### src/rtl/dynamic_time_warping_distance_core_defines.svh
// ----------------------------------------------------------------------------
// DTW distance core assertion macros
// Clocked assertion helpers, disabled during reset; ASSERT_OFF removes them.
// ----------------------------------------------------------------------------
`ifndef DYNAMIC_TIME_WARPING_DISTANCE_CORE_DEFINES_SVH
`define DYNAMIC_TIME_WARPING_DISTANCE_CORE_DEFINES_SVH
`ifndef ASSERT_OFF
`define DTWD_ASSERT_SAME(label, ante, cons, msg) \
  label: assert property (@(posedge clk) disable iff (!rst_n) (ante) |-> (cons)) \
    else $error(msg);
`define DTWD_ASSERT_NEXT(label, ante, cons, msg) \
  label: assert property (@(posedge clk) disable iff (!rst_n) (ante) |=> (cons)) \
    else $error(msg);
`else
`define DTWD_ASSERT_SAME(label, ante, cons, msg)
`define DTWD_ASSERT_NEXT(label, ante, cons, msg)
`endif
`endif

### src/rtl/dtwd_pkg.sv
// ----------------------------------------------------------------------------
// DTW distance package
// Shared sizes, codes, the sequencer state type and a small helper function.
// ----------------------------------------------------------------------------
package dtwd_pkg;

  localparam int MAX_POINTS = 256;
  localparam int MAX_DIM    = 4;
  localparam int COORD_W    = 20;
  localparam int PT_IDX_W   = $clog2(MAX_POINTS);
  localparam int CNT_W      = PT_IDX_W + 1;
  localparam int DIM_IDX_W  = $clog2(MAX_DIM);
  localparam int ADDR_W     = PT_IDX_W + DIM_IDX_W;
  localparam int DIFF_W     = COORD_W + 1;
  localparam int SQ_W       = 2 * DIFF_W;
  localparam int SUM_W      = SQ_W + DIM_IDX_W;
  localparam int ROOT_W     = SUM_W / 2;
  localparam int CELL_W     = 32;
  localparam int DIM_W      = 3;

  localparam logic [CELL_W-1:0] CELL_INF = '1;
  localparam logic [DIM_W-1:0]  DIM_RESET = DIM_W'(3);

  typedef enum logic [1:0] {
    KIND_P       = 2'd0,
    KIND_Q       = 2'd1,
    KIND_COMPUTE = 2'd2,
    KIND_NONE    = 2'd3
  } kind_t;

  typedef enum logic [1:0] {
    STATUS_OK       = 2'd0,
    STATUS_EMPTY    = 2'd1,
    STATUS_OVERFLOW = 2'd2
  } status_t;

  typedef enum logic [2:0] {
    S_IDLE,
    S_ADDR,
    S_DIFF,
    S_SQ,
    S_ROOT_GO,
    S_ROOT,
    S_ADD
  } state_t;

  // Root unit request and answer.
  typedef struct packed {
    logic              start;
    logic [SUM_W-1:0]  radicand;
  } sqrt_req_t;

  typedef struct packed {
    logic              done;
    logic [ROOT_W-1:0] root;
  } sqrt_rsp_t;

  // Last coordinate index of a point for a given dim (0 acts as 1, large clamps).
  function automatic logic [DIM_IDX_W-1:0] last_coord(input logic [DIM_W-1:0] d);
    logic [DIM_IDX_W-1:0] r;
    if (d == '0) begin
      r = '0;
    end else if (d > DIM_W'(MAX_DIM)) begin
      r = DIM_IDX_W'(MAX_DIM - 1);
    end else begin
      r = DIM_IDX_W'(d - DIM_W'(1));
    end
    return r;
  endfunction

endpackage

### src/rtl/dtwd_isqrt.sv
// ----------------------------------------------------------------------------
// DTW distance integer square root
// Restoring digit-by-digit floor square root, one result bit per cycle.
// ----------------------------------------------------------------------------
module dtwd_isqrt (
  input  logic                clk,
  input  logic                rst_n,
  input  dtwd_pkg::sqrt_req_t req,
  output dtwd_pkg::sqrt_rsp_t rsp
);
  import dtwd_pkg::*;

  localparam int CNT_BITS = $clog2(ROOT_W);

  logic [SUM_W-1:0]    rad_r;
  logic [ROOT_W+1:0]   rem_r;
  logic [ROOT_W-1:0]   root_r;
  logic [CNT_BITS-1:0] cnt_r;
  logic                run_r;
  logic                done_r;

  logic [ROOT_W+3:0]   trial;
  logic [ROOT_W+3:0]   sub;
  logic                fits;

  // Bring down two radicand bits and try the next root bit.
  always_comb begin
    trial = {rem_r, rad_r[SUM_W-1 -: 2]};
    sub   = {2'b00, root_r, 2'b01};
    fits  = (trial >= sub);
  end

  always_ff @(posedge clk) begin
    if (!rst_n) begin
      run_r  <= 1'b0;
      done_r <= 1'b0;
      cnt_r  <= '0;
    end else begin
      done_r <= 1'b0;
      if (req.start) begin
        run_r <= 1'b1;
        cnt_r <= '0;
      end else if (run_r) begin
        cnt_r <= cnt_r + CNT_BITS'(1);
        if (cnt_r == CNT_BITS'(ROOT_W - 1)) begin
          run_r  <= 1'b0;
          done_r <= 1'b1;
        end
      end
    end
  end

  // Datapath of the root iteration.
  always_ff @(posedge clk) begin
    if (req.start) begin
      rad_r  <= req.radicand;
      rem_r  <= '0;
      root_r <= '0;
    end else if (run_r) begin
      rad_r <= {rad_r[SUM_W-3:0], 2'b00};
      if (fits) begin
        rem_r  <= (ROOT_W+2)'(trial - sub);
        root_r <= {root_r[ROOT_W-2:0], 1'b1};
      end else begin
        rem_r  <= trial[ROOT_W+1:0];
        root_r <= {root_r[ROOT_W-2:0], 1'b0};
      end
    end
  end

  assign rsp.done = done_r;
  assign rsp.root = root_r;

endmodule

### config.mk
export PLATFORM = sky130hd
export DESIGN_NAME = dtwd_isqrt
export DESIGN_NICKNAME = d
export VERILOG_FILES = /design/src/rtl/dynamic_time_warping_distance_core_defines.svh /design/src/rtl/dtwd_pkg.sv /design/src/rtl/dtwd_isqrt.sv
export SDC_FILE = /design/constraint.sdc
export NUM_CORES = 1
export LEC_CHECK = 0
export BUFFER_PORTS_ARGS = -buffer_cell sky130_fd_sc_hd__buf_2
export CAP_MARGIN = 20
export CORE_MARGIN = 3
export CORE_UTILIZATION = 58
export DETAILED_ROUTE_END_ITERATION = 10
export PLACE_DENSITY = 0.81
export SETUP_SLACK_MARGIN = 0.3
export SLEW_MARGIN = 10
export SYNTH_ARGS = -nofsm -noshare
export SYNTH_HDL_FRONTEND = slang
export SYNTH_SLANG_ARGS = --single-unit
### constraint.sdc
create_clock -name clk -period 2.9 [get_ports clk]
set_input_delay 0.145 -clock clk [delete_from_list [all_inputs] [get_ports clk]]
set_output_delay 0.145 -clock clk [all_outputs]
set_load 0.01 [all_outputs]
### Word level (Yosys, flattened, before mapping)

Index checks and enable logic that the tools add are counted.

* $add $sub $neg: 2
* $mul: 0
* divide/modulo/power cells: 0
* magnitude comparators: 1
* eq/ne operators: 1
* shifts and indexed selects: 0
* muxes and demuxes: 8
* bitwise logic cells: 2
* reduce and logical (&&, ||, !) cells: 3

Operators with widths (number)
* 2-to-1 mux 44 bit: 2
* >= comparator 26 x 24 -> 1 bit: 1
* 2-to-1 mux 24 bit: 1
* subtractor 24 bit: 1
* adder 5 x 1 -> 5 bit, second input constant: 1
* == test 5 bit, second input constant: 1
* 2-to-1 mux 1 bit: 5
* OR reduction 3 bit: 1
* NOT 1 bit: 2
* nonzero test 2 bit: 1
* OR reduction 2 bit: 1

* register bits: 97
* latch bits: 0
* memory bits (writable): 0
* ROM bits: 0
* input port bits: 47
* output and inout port bits: 23
* logic and storage cells: 23
* memories: 0

### Logic depth before layout (Yosys ltp)

Gate-level depths: netlist of the first run.

* depth in word-level cells: 4
* mapped depth: 12
* depth with buffers taken out: 10

### Least setup slack after synthesis of the first run

Ideal clock, no wire load.

* kind: register -> register
* start point: register root_r[14]
* end point: register rem_r[14]
* setup time: 144 ps
* arrival: 2313 ps
* data required time: 2756 ps
* path slack: 443 ps
* stages on the path, launching flop included: 11
* buffers on the path: 1
* period minus slack after synthesis: 2457 ps
* path through: dfxtp_1 inv_1 ha_1 a21o_1 a21oi_2 o211ai_1 a2111o_1 a31oi_4 buf_8 mux2i_1 a211oi_1

* word-level cells in the longest chain between the ends: 2

Ends and longest elaborated chain
* start, declared: line dtwd_isqrt.sv:17 `logic [ROOT_W-1:0] root_r;`
* start signal, assigned: line dtwd_isqrt.sv:63 `root_r <= {root_r[ROOT_W-2:0], 1'b1};`
* start signal, assigned: line dtwd_isqrt.sv:66 `root_r <= {root_r[ROOT_W-2:0], 1'b0};`
* >= comparator 26 x 24 -> 1 bit: line dtwd_isqrt.sv:30 `fits = (trial >= sub);`
* 2-to-1 mux 24 bit: line dtwd_isqrt.sv:61 `if (fits) begin`
* end signal, assigned: line dtwd_isqrt.sv:62 `rem_r <= (ROOT_W+2)'(trial - sub);`
* end signal, assigned: line dtwd_isqrt.sv:65 `rem_r <= trial[ROOT_W+1:0];`
* end, declared: line dtwd_isqrt.sv:16 `logic [ROOT_W+1:0] rem_r;`

No other way between the ends.
A chain may end at the register's enable or synchronous reset.

### Worst setup path in the final report of the first run

* start point: register root_r[0]
* end point: register rem_r[1]

Same word-level chain as after synthesis.

==> run summary, run 1 <==
Outcome: complete, no violations
CTS Buf Count: 9
# rows: 33
Worst setup SP type: flip-flop
Number of port buffers: 69
Mapped Cells: 495
Kind of end point of the critical path: flip-flop
Routed wire length: 12400 um
Fill count: 599
Final Net Count: 656
Die Area: 10000 sq um
Synthesized area: 5150 sq um
Grt ovf: 0
Crit path max fanout: 7
Hold WC Path Type: in -> reg
Number of vias per cell: 5.92
Area Overhead vs Synth: 23.3%
Total Routing Usage GR: 22.4%
Count leader, synth: nor2_1
Tmin final: 2.71 ns
Core area: 8420 sq um
RSZ-0062 raised after global routing: yes
Ys async rst share: 0%
Drt pass-1 iters: 5
Period utilization: 93.4%
Top sig layer: met4
DRC violations left: 0
Final Wtd Congestion: 0.977
Synth Area per Inst: 10.4 sq um
Proportion of layout cells with a drive suffix above 1: 38.6%
Worst-path clk slew: 0.10 ns
First-pass GRT wire length: 17900 um
Area occupied by multi-input gates: 2830 sq um
CP max stage delay: 0.58 ns
IO Pins: 70
Die X: 100 um
Area occupied by registers: 2410 sq um
Die height: 100 um
Crit path DAT: 2.95 ns
Drt first-iter violations: 262
Initial antenna violation count: 0
Post-synth top flop: dfxtp_1
Required @ worst endpoint: 3.14 ns
Met3 Wirelength: 749 um
Setup TNS: 0 ns
Vias in the first global route: 3819
Largest net degree at the start of global routing: 61
Worst Tran Pin Value: 0.748 ns
Starting Density: 61.1%
Routed length on met2: 6370 um
Leak: 0.00253 uW
Cell Chain, Critical Path: inv_1 -> ha_4 -> nand4_1 -> or4_4 -> nor3_4 -> a2111o_1 -> a31oi_4 -> buf_12 -> buf_12 -> and2_1 -> o21ai_0 -> a21oi_1
H-tree depth: 3
Leading area contributor after synthesis: edfxtp_1
FF+latch count, synth: 97
Syn_nets: 568
PwrDens: 1150 nW/um^2
Ant. Diodes: 0
WL met1: 4990 um
F_max: 369 MHz
Final hold vios: 0
Clock buffer depth: 2
Post-synth EDFFs: 44
Max_cap viols: 0
Routed wire per std cell: 17.8 um
Clk sink count: 97
Crit path kind: reg -> reg
Vias after detailed routing: 4101
Synth area leaders: edfxtp_1, dfxtp_1, mux2_2
VDD IR max: 0.754 mV
CP dominant cell by count: buf_12
Worst hold margin: 0.00882 ns
Commonest cells post-synth: nor2_1, dfxtp_1, edfxtp_1
Crit path max-delay family: simple AND/OR/NAND/NOR gates
Post-synth cell types: 54
Register area share after synthesis: 46.3%
Buf+Inv Stages, Crit Path: 3
Clk_lat worst skew: 0.38 ns
DP Wirelength: 7560 um
CTS tree: built
Final Slew Violations: 0
Setup Skew: 0.0111 ns
Post-synth top area share: 25.7%
Critical-path top delay cell: or4_4
Slew headroom: 50.2%
Final setup violation count: 0
Syn. warnings: 0
Detail Route Antenna Nets: 0
Root buf cell: clkbuf_8
-- path summary, 6_finish.rpt --
| check | from | endpoint | slack (ns) | cells after the start |
|---|---|---|---|---|
| worst max-delay path | root_r[0]$_SDFFE_PP0P_ | rem_r[1]$_SDFFE_PP0P_ | 0.19 | 12 |
| worst min-delay path | rst_n | run_r$_SDFF_PN0_ | 0.009 | 2 |
| worst max register to register | root_r[0]$_SDFFE_PP0P_ | rem_r[1]$_SDFFE_PP0P_ | 0.19 | 12 |
| worst min register to register | root_r[13]$_SDFFE_PP0P_ | root_r[13]$_SDFFE_PP0P_ | 0.52 | 2 |
-- cell type report --
cell class | instances | share of cell area (%)
inverter | 31 | 1.83
tap | 105 | 2.07
multi-input combinational | 345 | 44.6
clock buffer | 9 | 1.95
clock inverter | 7 | 1.42
sequential | 97 | 38.1
timing repair buffer | 99 | 10.1
-- cells by family after synthesis --
group                      count (synthesis)  share of synthesized area, %
and+or+nand+nor                          123                          11.0
AOI/OAI and AO/OA                        102                          13.3
DFF                                       97                          46.3
muxes                                     70                          14.6
buffers and inverters                     53                          4.40
adders and majority gates                 26                          6.32
xor gates and xnor gates                  24                          4.08
-- registers in the layout (all words and copies together), names as in the netlist --
name    count
rad_r      44
rem_r      24
root_r     22
cnt_r       5
done_r      1
run_r       1
-- per-layer routing --
metal	GRT usage [%]	vias to the layer above
met5	0	-
met4	6.22	0
met3	5.00	26
met2	39.2	149
met1	27.6	1979
li1	-	1947
-- metrics by stage --
stage / utilization (%) / area, sq um / std cells / power (uW) / setup WS, ns
finish: 75.3 / 6340 / 693 / 7270 / 0.192
global route: 75.3 / 6340 / 693 / 7660 / 0.0787
CTS: 69.8 / 5880 / 673 / 6040 / 0.281
detailed placement: 66.4 / 5590 / 656 / 4990 / 0.247
global placement: 66.4 / 5590 / 656 / 4900 / 0.322
floorplan: - / 5150 / 495 / 4360 / 0.443
-- cell usage in the layout (no fill, tap or decap), drive strengths merged, types with 4 or more instances in the layout --
master	instances
mux2i	28
nand4	5
edfxtp	44
nor2b	4
a211oi	15
nor2	62
nand2b	5
a22oi	4
xor2	10
buf	97
and2	6
a21oi	35
dfxtp	53
clkbuf	11
o21ai	20
nand2	26
xnor2	14
o211ai	4
mux2	42
and3	4
inv	37
ha	26
nor3	5
-- power breakdown --
group	leakage (uW)	switching [uW]	internal, uW
logic	0.00153	2210	2280
registers	0.000887	178	1640
clock network	0.000111	541	427
total	0.00253	2930	4340
-- repair_timing --
action / CTS / global route
setup buffers: 1 / 17
pin swaps: 1 / 20
endpoints found under the setup margin: 14 / 24
cloned: 0 / 3
hold buffers: 0 / 0
gates resized for setup: 15 / 54
(Power assumes the default switching activity.)
==> inputs of run 2 (changes only) <==
clock period = 2.89 ns   (was 2.9 ns; I/O delays follow)
==> run 2 against run 1 <==
- total power decreased by 4.8%
- cell count decreased by 0.29%
- count of clock-buffer cells in the layout unchanged
- critical path depth unchanged
- fmax increased by 2.3%
- die area unchanged
- register-to-register slack improved by 0.05 ns
- utilization decreased by 1.2 points
- largest power group unchanged
- highest routed layer unchanged
==> run summary, run 2 (synthesis results as in run 1) <==
CTS Buf Count: 9 (unchanged)
Vias after detailed routing: 3980 (-3.0%)
Worst-path clk slew: 0.10 ns (about the same)
Most frequent cells in the layout: buf_2, nor2_1, edfxtp_1
Routed wire length: 11700 um (-5.0%)
Setup TNS: 0 ns (unchanged)
Root buf cell: clkbuf_8
H-tree depth: 3 (unchanged)
Outcome: complete, no violations
Required @ worst endpoint: 3.14 ns (about the same)
Die X: 100 um (unchanged)
Die height: 100 um (unchanged)
R2r worst-path depth: 12 (unchanged)
CP dominant cell by count: buf_6
Hold Buf Count CTS: 0 (unchanged)
Clock buffer depth: 2 (unchanged)
Area Overhead vs Synth: 21.2%
Final Net Count: 654 (-0.30%)
Reg power frac: 26.3% (+1.3 points)
Worst hold stages: 2 (unchanged)
Setup Skew: 0.0114 ns (+0.000345 ns)
Buf+Inv Stages, Crit Path: 3 (unchanged)
DP Wirelength: 7420 um (-1.8%)
Switching pwr: 2810 uW (-4.1%)
CP max stage delay: 0.57 ns (about the same)
Clk pwr share: 12.3% (-1.0 points)
Worst Tran Pin Value: 0.761 ns (+0.0129 ns)
Number of port buffers: 69 (unchanged)
Final Wtd Congestion: 0.982 (+0.47%)
Combinational share of power: 61.4% (-0.3 points)
Cell Chain, Critical Path: inv_2 -> ha_4 -> nand4_1 -> or4_4 -> nor3_2 -> a2111o_1 -> a31oi_4 -> buf_6 -> buf_6 -> and2_4 -> a22oi_1 -> o21ai_1
Hold WC Path Type: in -> reg
Die Area: 10000 sq um (unchanged)
Kind of end point of the critical path: flip-flop
CP startpoint: root_r[2]$_SDFFE_PP0P_
Proportion of layout cells with a drive suffix above 1: 37.5% (-1.1 points)
Initial antenna violation count: 0 (unchanged)
Power Internal: 4110 uW (-5.3%)
Vias in the first global route: 3710 (-2.9%)
Biggest regs: rad_r (44), rem_r (24), root_r (22)
Crit path max-delay family: simple AND/OR/NAND/NOR gates
VDD IR max: 0.787 mV (+4.4%)
Max_cap viols: 0 (unchanged)
Core area: 8420 sq um (unchanged)
Pre-CTS WS: 0.266 ns (+0.0188 ns)
Number of flip-flops in the largest register: 44 (unchanged)
Ant. Diodes: 0 (unchanged)
F_max: 378 MHz (+2.3%)
Crit path max fanout: 9 (+2)
Clk_lat worst skew: 0.38 ns (about the same)
Period utilization: 91.6% (-1.7 points)
Leak: 0.00249 uW (-1.5%)
Grt ovf: 0 (unchanged)
DRC violations left: 0 (unchanged)
Worst setup SP type: flip-flop
CP Depth: 12 (unchanged)
Number of vias per cell: 5.76 (-2.7%)
Total Routing Usage GR: 21.5% (-0.83 points)
Largest net degree at the start of global routing: 61 (unchanged)
Commonest non-fill, non-tap cell in the layout: buf_2
Critical-path top delay cell: or4_4
Crit path DAT: 2.90 ns (-0.05 ns)
# rows: 33 (unchanged)
Final Slew Violations: 0 (unchanged)
Crit path kind: reg -> reg
Final setup violation count: 0 (unchanged)
Starting Density: 61.1% (unchanged)
PwrDens: 1110 nW/um^2 (-3.2%)
Tmin final: 2.65 ns (-0.0596 ns)
IO Pins: 70 (unchanged)
Slew headroom: 49.3% (-0.86 points)
RSZ-0062 raised after global routing: yes
Switching Fraction: 40.6% (+0.29 points)
Final WS setup: 0.242 ns (+0.0496 ns)
RR Startpoint: root_r[2]$_SDFFE_PP0P_
CTS tree: built
Detail Route Antenna Nets: 0 (unchanged)
Drt first-iter violations: 230 (-12%)
Top reg by flops: rad_r
Drt pass-1 iters: 4 (-1)
HP Start: rst_n
Clk sink count: 97 (unchanged)
First-pass GRT wire length: 17400 um (-2.7%)
Final hold vios: 0 (unchanged)
Routed wire per std cell: 17.0 um (-4.7%)
[run 2: what timing repair did]
action | 4_1_cts | 5_1_grt
pin swaps | 0 | 20
setup buffers | 1 | 14
gates resized for setup | 8 | 56
setup endpoints to repair | 8 | 24
gates cloned | 0 | 3
[run 2: worst paths after layout]
path	end	slack, ns
max	rem_r[12]$_SDFFE_PP0P_	0.24
min	run_r$_SDFF_PN0_	0.02
max reg2reg	rem_r[12]$_SDFFE_PP0P_	0.24
min reg2reg	rem_r[11]$_SDFFE_PP0P_	0.51
[run 2: routing by layer]
| layer | share of wire (%) | GRT usage, % | vias to the layer above |
|---|---|---|---|
| li1 | - | - | 1953 |
| met4 | 1.8 | 6.42 | 0 |
| met5 | 0 | 0 | - |
| met3 | 3.7 | 3.82 | 21 |
| met1 | 42 | 27.2 | 1932 |
| met2 | 52 | 37.7 | 74 |
[run 2: metrics by stage]
stage | std cells | cell area, sq um | total power (uW) | hold WS [ns] | util (%)
after floorplan | 495 | 5150 | 4370 | 0.273 | -
after global placement | 657 | 5600 | 4920 | 0.385 | 66.5
after detailed placement | 657 | 5600 | 5000 | 0.377 | 66.5
after CTS | 674 | 5830 | 5900 | 0.0126 | 69.2
after global routing | 691 | 6240 | 7300 | 0.0124 | 74.1
final | 691 | 6240 | 6920 | 0.0198 | 74.1
[run 2: worst register-to-register path, delay by kind of cell, from the launching register on]
family          cells  cell delay, ns
compound gates      4            0.52
flops               1            0.37
fa+ha+maj           1            0.29
simple gates        4            1.03
buf+inv             3            0.33
[run 2: power groups by stage]
stage	sequential (uW)	combinational [uW]	clock, uW
after detailed placement	1810	3190	0
after floorplan	1760	2610	0
final	1820	4250	849
after global routing	1840	4560	909
after CTS	1790	3250	862
after global placement	1800	3110	0
[run 2: cell type report]
type | instances | area [sq um]
Multi-Input combinational cell | 345 | 2780
Sequential cell | 97 | 2410
Fill cell | 607 | 2180
Timing Repair Buffer | 97 | 618
Tap cell | 105 | 131
Clock buffer | 9 | 124
Inverter | 31 | 116
Clock inverter | 7 | 58.8
